[src/rtl/core/cprd_pkg.sv]
// Shared widths, reset values, register indexes and handshake structs for the period-to-reading block.
package cprd_pkg;

	localparam int TIME_W    = 32;
	localparam int MULT_W    = 16;
	localparam int COUNT_W   = 4;
	localparam int READING_W = 24;
	localparam int PROD_W    = TIME_W + MULT_W;
	localparam int CFG_IDX_W = 2;
	localparam int CFG_DATA_W = 32;

	localparam int DIV_CNT_W = $clog2(TIME_W);
	localparam int MUL_CNT_W = $clog2(MULT_W);

	localparam logic [TIME_W-1:0]    VNUM_RESET = 32'd75942067;
	localparam logic [MULT_W-1:0]    VMUL_RESET = 16'd1000;
	localparam logic [TIME_W-1:0]    CNUM_RESET = 32'd6177645;
	localparam logic [COUNT_W-1:0]   PPM_RESET  = 4'd10;
	localparam logic [READING_W-1:0] READING_MAX = {READING_W{1'b1}};

	typedef enum logic [CFG_IDX_W-1:0] {
		REG_VOLTAGE_NUMERATOR   = 2'd0,
		REG_VOLTAGE_MULTIPLIER  = 2'd1,
		REG_CURRENT_NUMERATOR   = 2'd2,
		REG_PERIODS_PER_MEASURE = 2'd3
	} cfg_reg_t;

	typedef struct packed {
		logic              start;
		logic [TIME_W-1:0] dividend;
		logic [TIME_W-1:0] divisor;
	} div_req_t;

	typedef struct packed {
		logic              done;
		logic [TIME_W-1:0] quotient;
	} div_rsp_t;

	typedef struct packed {
		logic              start;
		logic [TIME_W-1:0] multiplicand;
		logic [MULT_W-1:0] multiplier;
	} mul_req_t;

	typedef struct packed {
		logic              done;
		logic [PROD_W-1:0] product;
	} mul_rsp_t;

endpackage

[src/rtl/core/cprd_div.sv]
// Restoring bit-serial divider: one quotient bit per cycle.
module cprd_div (
	input  logic              clk,
	input  logic              arst_n,
	input  cprd_pkg::div_req_t req,
	output cprd_pkg::div_rsp_t rsp
);

	logic                               busy_q;
	logic                               done_q;
	logic [cprd_pkg::DIV_CNT_W-1:0]     cnt_q;
	logic [cprd_pkg::TIME_W-1:0]        rem_q;
	logic [cprd_pkg::TIME_W-1:0]        quo_q;
	logic [cprd_pkg::TIME_W-1:0]        dvs_q;
	logic [cprd_pkg::TIME_W:0]          shifted;
	logic [cprd_pkg::TIME_W:0]          trial;

	assign shifted = {rem_q, quo_q[cprd_pkg::TIME_W-1]};
	assign trial   = shifted - {1'b0, dvs_q};

	always_ff @(posedge clk or negedge arst_n) begin
		if (!arst_n) begin
			busy_q <= 1'b0;
			done_q <= 1'b0;
			cnt_q  <= '0;
		end else begin
			done_q <= busy_q && (cnt_q == cprd_pkg::DIV_CNT_W'(cprd_pkg::TIME_W - 1));
			if (req.start) begin
				busy_q <= 1'b1;
				cnt_q  <= '0;
			end else if (busy_q) begin
				cnt_q <= cnt_q + 1'b1;
				if (cnt_q == cprd_pkg::DIV_CNT_W'(cprd_pkg::TIME_W - 1)) begin
					busy_q <= 1'b0;
				end
			end
		end
	end

	// Remainder and quotient share one shift path; the dividend drains out the top.
	always_ff @(posedge clk) begin
		if (req.start) begin
			rem_q <= '0;
			quo_q <= req.dividend;
			dvs_q <= req.divisor;
		end else if (busy_q) begin
			if (!trial[cprd_pkg::TIME_W]) begin
				rem_q <= trial[cprd_pkg::TIME_W-1:0];
				quo_q <= {quo_q[cprd_pkg::TIME_W-2:0], 1'b1};
			end else begin
				rem_q <= shifted[cprd_pkg::TIME_W-1:0];
				quo_q <= {quo_q[cprd_pkg::TIME_W-2:0], 1'b0};
			end
		end
	end

	assign rsp.done     = done_q;
	assign rsp.quotient = quo_q;

endmodule

[src/rtl/core/cprd_mul.sv]
// Shift-and-add multiplier: one multiplier bit per cycle.
module cprd_mul (
	input  logic              clk,
	input  logic              arst_n,
	input  cprd_pkg::mul_req_t req,
	output cprd_pkg::mul_rsp_t rsp
);

	logic                           busy_q;
	logic                           done_q;
	logic [cprd_pkg::MUL_CNT_W-1:0] cnt_q;
	logic [cprd_pkg::PROD_W-1:0]    acc_q;
	logic [cprd_pkg::PROD_W-1:0]    mcd_q;
	logic [cprd_pkg::MULT_W-1:0]    mpr_q;

	always_ff @(posedge clk or negedge arst_n) begin
		if (!arst_n) begin
			busy_q <= 1'b0;
			done_q <= 1'b0;
			cnt_q  <= '0;
		end else begin
			done_q <= busy_q && (cnt_q == cprd_pkg::MUL_CNT_W'(cprd_pkg::MULT_W - 1));
			if (req.start) begin
				busy_q <= 1'b1;
				cnt_q  <= '0;
			end else if (busy_q) begin
				cnt_q <= cnt_q + 1'b1;
				if (cnt_q == cprd_pkg::MUL_CNT_W'(cprd_pkg::MULT_W - 1)) begin
					busy_q <= 1'b0;
				end
			end
		end
	end

	always_ff @(posedge clk) begin
		if (req.start) begin
			acc_q <= '0;
			mcd_q <= {{cprd_pkg::MULT_W{1'b0}}, req.multiplicand};
			mpr_q <= req.multiplier;
		end else if (busy_q) begin
			if (mpr_q[0]) begin
				acc_q <= acc_q + mcd_q;
			end
			mcd_q <= {mcd_q[cprd_pkg::PROD_W-2:0], 1'b0};
			mpr_q <= {1'b0, mpr_q[cprd_pkg::MULT_W-1:1]};
		end
	end

	assign rsp.done    = done_q;
	assign rsp.product = acc_q;

endmodule

[src/rtl/core/capture_period_to_reading.sv]
// Top level: edge counting, span capture, divide/multiply sequencing and the result register.
// Usage
//   Input channel (in_valid/in_stall) carries one capture timestamp per beat plus
//   the voltage/current select. The first beat of a measurement latches the start
//   time; the following beats are counted, and the beat after periods_per_measure
//   periods closes the measurement. Only a closing beat with a non-zero span
//   produces a result beat on the output channel (out_valid/out_stall).
// Input flow
//   Non-closing beats are accepted back to back. A closing beat with a non-zero span
//   holds in_stall high while the serial datapath runs: first the divider (one
//   quotient bit per cycle), then the shift-and-add multiplier for voltage.
// Reset
//   arst_n clears the edge count, start time, sequencer and output valid, and
//   loads the configuration registers with their default values.
// Back-pressure
//   The output register holds its beat while out_stall is high; a finished result
//   waits in the sequencer, with the input stalled, until the register frees up.
// Configuration
//   Write cfg_we/cfg_index/cfg_data only while the block is idle.
module capture_period_to_reading (
	input  logic                                clk,
	input  logic                                arst_n,
	input  logic                                cfg_we,
	input  logic [cprd_pkg::CFG_IDX_W-1:0]      cfg_index,
	input  logic [cprd_pkg::CFG_DATA_W-1:0]     cfg_data,
	input  logic                                in_valid,
	output logic                                in_stall,
	input  logic [cprd_pkg::TIME_W-1:0]         capture_time,
	input  logic                                measure_voltage,
	output logic                                out_valid,
	input  logic                                out_stall,
	output logic [cprd_pkg::READING_W-1:0]      reading,
	output logic                                is_voltage,
	output logic [cprd_pkg::TIME_W-1:0]         span_ticks
);

	typedef enum logic [3:0] {
		ST_IDLE = 4'b0001,
		ST_DIV  = 4'b0010,
		ST_MUL  = 4'b0100,
		ST_DONE = 4'b1000
	} state_t;

	state_t state_q;

	// Configuration registers
	logic [cprd_pkg::TIME_W-1:0]  vnum_q;
	logic [cprd_pkg::MULT_W-1:0]  vmul_q;
	logic [cprd_pkg::TIME_W-1:0]  cnum_q;
	logic [cprd_pkg::COUNT_W-1:0] ppm_q;

	// Measurement state
	logic [cprd_pkg::COUNT_W-1:0] edge_count_q;
	logic [cprd_pkg::TIME_W-1:0]  start_time_q;
	logic [cprd_pkg::TIME_W-1:0]  span_q;
	logic                         volt_q;
	logic [cprd_pkg::PROD_W-1:0]  value_q;

	// Output register
	logic                            out_valid_q;
	logic [cprd_pkg::READING_W-1:0]  reading_q;
	logic                            is_voltage_q;
	logic [cprd_pkg::TIME_W-1:0]     span_out_q;

	logic                         in_accept;
	logic                         closing;
	logic [cprd_pkg::TIME_W-1:0]  span;
	logic                         launch;
	logic                         out_free;
	logic                         load_out;
	logic [cprd_pkg::READING_W-1:0] value_sat;

	cprd_pkg::div_req_t div_req;
	cprd_pkg::div_rsp_t div_rsp;
	cprd_pkg::mul_req_t mul_req;
	cprd_pkg::mul_rsp_t mul_rsp;

	assign in_stall  = (state_q != ST_IDLE);
	assign in_accept = in_valid && !in_stall;

	// A zero period count behaves like one: the beat after the start closes.
	assign closing = (edge_count_q != '0) && !(edge_count_q < ppm_q);
	assign span    = capture_time - start_time_q;
	assign launch  = in_accept && closing && (span != '0);

	assign out_free = !out_valid_q || !out_stall;
	assign load_out = (state_q == ST_DONE) && out_free;

	// Saturate: anything above the 24-bit range pins to full scale
	assign value_sat = (value_q[cprd_pkg::PROD_W-1:cprd_pkg::READING_W] != '0) ?
		cprd_pkg::READING_MAX : value_q[cprd_pkg::READING_W-1:0];

	// Divider takes the selected numerator over the span captured on the closing beat
	assign div_req.start    = launch;
	assign div_req.dividend = measure_voltage ? vnum_q : cnum_q;
	assign div_req.divisor  = span;

	assign mul_req.start        = (state_q == ST_DIV) && div_rsp.done && volt_q;
	assign mul_req.multiplicand = div_rsp.quotient;
	assign mul_req.multiplier   = vmul_q;

	cprd_div u_div (
		.clk    (clk),
		.arst_n (arst_n),
		.req    (div_req),
		.rsp    (div_rsp)
	);

	cprd_mul u_mul (
		.clk    (clk),
		.arst_n (arst_n),
		.req    (mul_req),
		.rsp    (mul_rsp)
	);

	// Configuration writes; the four registers use every index, so the default arm is empty
	always_ff @(posedge clk or negedge arst_n) begin
		if (!arst_n) begin
			vnum_q <= cprd_pkg::VNUM_RESET;
			vmul_q <= cprd_pkg::VMUL_RESET;
			cnum_q <= cprd_pkg::CNUM_RESET;
			ppm_q  <= cprd_pkg::PPM_RESET;
		end else if (cfg_we) begin
			unique case (cprd_pkg::cfg_reg_t'(cfg_index))
				cprd_pkg::REG_VOLTAGE_NUMERATOR: begin
					vnum_q <= cfg_data[cprd_pkg::TIME_W-1:0];
				end
				cprd_pkg::REG_VOLTAGE_MULTIPLIER: begin
					vmul_q <= cfg_data[cprd_pkg::MULT_W-1:0];
				end
				cprd_pkg::REG_CURRENT_NUMERATOR: begin
					cnum_q <= cfg_data[cprd_pkg::TIME_W-1:0];
				end
				cprd_pkg::REG_PERIODS_PER_MEASURE: begin
					ppm_q <= cfg_data[cprd_pkg::COUNT_W-1:0];
				end
				default: begin
				end
			endcase
		end
	end

	// Edge counting: latch start on the first beat, advance on the middle ones,
	// drop back to zero on the closing beat whether or not a result follows
	always_ff @(posedge clk or negedge arst_n) begin
		if (!arst_n) begin
			edge_count_q <= '0;
			start_time_q <= '0;
		end else if (in_accept) begin
			if (edge_count_q == '0) begin
				start_time_q <= capture_time;
				edge_count_q <= cprd_pkg::COUNT_W'(1);
			end else if (!closing) begin
				edge_count_q <= edge_count_q + 1'b1;
			end else begin
				edge_count_q <= '0;
			end
		end
	end

	// Sequencer
	always_ff @(posedge clk or negedge arst_n) begin
		if (!arst_n) begin
			state_q <= ST_IDLE;
		end else begin
			unique case (state_q)
				ST_IDLE: begin
					if (launch) begin
						state_q <= ST_DIV;
					end
				end
				ST_DIV: begin
					if (div_rsp.done) begin
						state_q <= volt_q ? ST_MUL : ST_DONE;
					end
				end
				ST_MUL: begin
					if (mul_rsp.done) begin
						state_q <= ST_DONE;
					end
				end
				ST_DONE: begin
					if (out_free) begin
						state_q <= ST_IDLE;
					end
				end
				default: begin
					state_q <= ST_IDLE;
				end
			endcase
		end
	end

	// Working payload
	always_ff @(posedge clk) begin
		if (launch) begin
			span_q <= span;
			volt_q <= measure_voltage;
		end
		if ((state_q == ST_DIV) && div_rsp.done && !volt_q) begin
			value_q <= {{cprd_pkg::MULT_W{1'b0}}, div_rsp.quotient};
		end else if ((state_q == ST_MUL) && mul_rsp.done) begin
			value_q <= mul_rsp.product;
		end
	end

	// Output register: hold while stalled, load from the sequencer when free
	always_ff @(posedge clk or negedge arst_n) begin
		if (!arst_n) begin
			out_valid_q <= 1'b0;
		end else if (load_out) begin
			out_valid_q <= 1'b1;
		end else if (!out_stall) begin
			out_valid_q <= 1'b0;
		end
	end

	always_ff @(posedge clk) begin
		if (load_out) begin
			reading_q    <= value_sat;
			is_voltage_q <= volt_q;
			span_out_q   <= span_q;
		end
	end

	assign out_valid  = out_valid_q;
	assign reading    = reading_q;
	assign is_voltage = is_voltage_q;
	assign span_ticks = span_out_q;

	// The divider only finishes while the sequencer waits for it
	a_div_done_in_div: assert property (@(posedge clk) disable iff (!arst_n)
		div_rsp.done |-> (state_q == ST_DIV))
		else $error("divider finished outside the divide phase");

	// The multiplier only finishes while the sequencer waits for it
	a_mul_done_in_mul: assert property (@(posedge clk) disable iff (!arst_n)
		mul_rsp.done |-> (state_q == ST_MUL))
		else $error("multiplier finished outside the multiply phase");

	// A result beat only appears after the sequencer reached its final phase
	a_out_from_done: assert property (@(posedge clk) disable iff (!arst_n)
		$rose(out_valid_q) |-> $past(state_q == ST_DONE))
		else $error("output beat raised without a finished result");

	// While a measurement is being worked on, the edge count has been cleared
	a_count_clear_busy: assert property (@(posedge clk) disable iff (!arst_n)
		(state_q != ST_IDLE) |-> (edge_count_q == '0))
		else $error("edge count not cleared during computation");

	// The multiplier runs only for voltage readings
	a_mul_voltage_only: assert property (@(posedge clk) disable iff (!arst_n)
		mul_req.start |-> volt_q)
		else $error("multiplier started for a current reading");

endmodule

[config.mk]
export PLATFORM = sky130hd
export DESIGN_NAME = capture_period_to_reading
export DESIGN_NICKNAME = d
export VERILOG_FILES = /design/src/rtl/core/cprd_pkg.sv /design/src/rtl/core/cprd_div.sv /design/src/rtl/core/cprd_mul.sv /design/src/rtl/core/capture_period_to_reading.sv
export SDC_FILE = /design/constraint.sdc
export NUM_CORES = 1
export LEC_CHECK = 0
export BUFFER_PORTS_ARGS = -buffer_cell sky130_fd_sc_hd__clkbuf_2
export CAP_MARGIN = 20
export CORE_ASPECT_RATIO = 1.5
export CORE_MARGIN = 2
export CORE_UTILIZATION = 60
export CTS_CLUSTER_SIZE = 14
export DETAILED_ROUTE_END_ITERATION = 10
export PLACE_DENSITY_LB_ADDON = 0.15
export SETUP_SLACK_MARGIN = 0.05
export SLEW_MARGIN = 40
export SYNTH_ARGS = -nofsm -noshare
export SYNTH_HDL_FRONTEND = slang
export SYNTH_SLANG_ARGS = --single-unit
[constraint.sdc]
create_clock -name clk -period 6.3 [get_ports clk]
set_input_delay 1.26 -clock clk [delete_from_list [all_inputs] [get_ports clk]]
set_output_delay 1.26 -clock clk [all_outputs]
set_load 0.05 [all_outputs]
==> impl_metrics.yaml <==
setup_path:
  r2r_setup_slack_ps: 1380
  r2r_start: "start_time_q[0]"
  critPathSlowestCell: "or4bb_1"
  cp.required_ps: 6610
  r2r-end: "u_div.quo_q[20]"
  arrival_ps: 5660
  start_kind: "input pin"
  path_max_fanout: 32
  cp-end-kind: "flop"
  setup.worst_path.end: "u_div.quo_q[20]"
  crit_type: "input pin to flop"
  path_cells: "clkbuf_2 -> inv_1 -> ha_1 -> fa_1 -> nor2b_1 -> o2111ai_1 -> nand4b_1 -> xor2_1 -> or4bb_1 -> a2111o_1 -> or4_1 -> nor4_1 -> nand4b_1 -> or4_1 -> o31a_2 -> buf_4 -> mux2_4"
  worstRegToRegCells: 15
  max_stage_delay_ps: 530
  cp-startpoint: "capture_time[0]"
timing:
  setup_viol: 0
  fin_skew_ps: 18.52
  drv_slew: 0
  tightest_slew_ps: 724.0
  fin_crit_sh_pct: 84.93
  finalHoldViolCount: 0
  min_period_ps: 5351
  rsz0062_at_grt: "false"
  hold_ws_ps: 456.5
  tns_ps: 0
  max_freq_ghz: 0.1869
  slew_headroom_pct: 51.73
layout:
  utilization_pct: 67.24
  most-common-layout-cells: "258 x nand2_1, 202 x edfxtp_1, 191 x mux2_2"
  area_delta_synth_final_pct: 11.45
  final_common_cell: "nand2_1"
  seq_area_sq_um: 11810
  drive_gt1_share_pct: 20.50
  fill_cells: 3003
  fin_area_sq_um: 26280
  finalNetCount: 2517
  multiInputGateArea_sq_um: 11110
  insertedDiodeCount: 0
floorplan:
  core_area_sq_um: 39090
  die_area_sq_um: 40940
  initial_utilization_pct: 60.33
  pin_count: 131
  die_x_um: 165.9
  row_count: 89
  die_h_um: 246.8
synth:
  async_flop_share_pct: 30.53
  synth-edff-count: 202
  seq_area_frac_synth_pct: 50.06
  yosysWarnings: 0
  synth_top_area_cell: "edfxtp_1"
  netlist_instances: 2215
  netlist_area_sq_um: 23580
  synthFlopType: "edfxtp_1"
  synth_top_area_share_pct: 25.72
  ys_seq_elements: 452
  postSynthAreaPerCell_sq_um: 10.65
  yosysUniqueCellTypes: 73
  synth_fp_nets: 2408
  netlist_top_cells_area: "edfxtp_1 26%, dfrtp_1 11%, dfxtp_1 9.5%, mux2_2 9.1%, ha_1 6.3%"
drt:
  drt_wl_total_mm: 55.43
  drc: 0
  avgViaCountPerCell: 5.904
  vias: 16890
  drtIter0Drc: 940
  ant_nets: 0
  dr.pass1.iters: 5
  avgRoutedWirePerCell_um: 19.37
cts:
  clk_pin_slew_ps: 70
  clock_path_buffers: 3
  post-cts-setup-buffers: 0
  clock_latency_ps: 570
  cts_tree: "built"
  numCtsBuffers: 45
  ctsHoldBuffers: 0
  cts-root-buf: "clkbuf_16"
  htreeDepth: 2
  clock-sinks: 452
  postCtsResizedCells: 0
power_and_ir_drop:
  intPower_mw: 7.434
  p_sw_mw: 4.104
  p_clk_share_pct: 23.2
  ir_worst_vdd_v: 0.0003755
  seqPwrFrac_pct: 37.7
  power_density_nw_per_um2: 439.0
  comb_power_share_pct: 39.1
  p_leak_nw: 11.28
  switching_share_pct: 35.57
status:
  status: "finished clean"
placement:
  port_buffers: 130
  placed_area_sq_um: 24800
  detailed_place_hpwl_mm: 39.54
  gp_congestion: 0.9011
global_routing:
  grt_max_degree: 74
  grt_pass1_vias: 17400
  grt_overflow: 0
  antenna_found_initial: 0
  grt_usage_pct: 26.89
  grt_pass1_wl_mm: 88.55
job:
  max_cap_viol_count: 0
hold_path:
  hp-class: "flop to flop"
-- synthesized netlist by cell type, types with 15 or more instances --
cell / number
mux2i_1: 39
nor3_1: 31
clkbuf_1: 85
mux2_4: 17
o21ai_0: 80
nand2b_1: 16
inv_1: 99
a21oi_1: 170
nor2b_1: 15
nand2_1: 262
a211oi_1: 36
dfrtp_1: 104
dfxtp_1: 112
ha_1: 118
and2_1: 16
a21o_1: 56
edfxtp_1: 202
and3_1: 20
xnor2_1: 61
nand3_1: 33
xor2_1: 38
or3_1: 31
o21a_1: 18
nand4_1: 16
dfstp_2: 34
mux2_2: 191
nor2_1: 165
-- routing by layer --
layer	global-route usage [%]	part of all wire (%)
met2	52.54	54
met1	27.83	37
met3	2.977	3.1
met5	0	0
met4	14.78	5.5
-- layout make-up --
class	count	area share, %
inverter	99	1.414
timing repair buffer	155	3.399
multi-input combinational	1571	42.29
clock buffer	60	4.689
sequential	452	44.92
clock inverter	24	0.9093
tap	500	2.380
-- cells by family (layout without fill, tap and decap cells) --
group | after synthesis | count (layout) | synth area share, %
buf+inv | 192 | 338 | 3.152
flops | 452 | 452 | 50.06
mux | 247 | 247 | 11.86
simple gates | 643 | 643 | 12.38
compound gates | 461 | 461 | 12.36
fa+ha+maj | 121 | 121 | 6.516
xor+xnor | 99 | 99 | 3.677
-- worst min path at each step --
stage | slack (ps) | endpoint | cells after the start | from
4_1_cts | 460 | span_ticks[29] | 0 | span_q[29]
2_1_floorplan | 430 | span_ticks[10] | 0 | span_q[10]
6_report | 460 | span_ticks[29] | 0 | span_q[29]
3_3_place_gp | 430 | span_ticks[23] | 0 | span_q[23]
5_1_grt | 480 | span_ticks[29] | 0 | span_q[29]
3_5_place_dp | 440 | span_ticks[29] | 0 | span_q[29]
-- state kept, by name (all words and copies together), names as in the netlist, 5 cells and up --
register / count
span_ticks: 32
u_div.cnt_q: 5
vnum_q: 32
span_q: 32
vmul_q: 16
u_mul.mcd_q: 48
start_time_q: 32
u_div.quo_q: 32
u_mul.mpr_q: 16
cnum_q: 32
u_mul.acc_q: 48
value_q: 48
reading: 24
u_div.rem_q: 32
-- worst max-delay path: cells and delay by family --
family	cells	cell delay (ps)
and+or+nand+nor	7	2060
AOI/OAI and AO/OA	3	730
adders and majority gates	2	640
buffers and inverters	3	430
muxes	1	370
xor gates and xnor gates	1	110
-- power groups by stage --
stage               clock [mW]  sequential, mW  combinational [mW]
floorplan                    0            4.18                3.60
global placement             0            4.37                4.37
detailed placement           0            4.40                4.50
CTS                       2.73            4.35                4.53
global route              2.84            4.41                5.05
finish                    2.68            4.35                4.52
-- stage by stage --
stage	setup WS, ps	instances	total power, mW
final	949.1	2861	11.54
after global routing	808.4	2861	12.30
after CTS	989.5	2861	11.60
after detailed placement	427.5	2777	8.890
after global placement	442.6	2772	8.733
after floorplan	542.2	2215	7.784
Note: power is estimated with default switching activity, not from simulation.
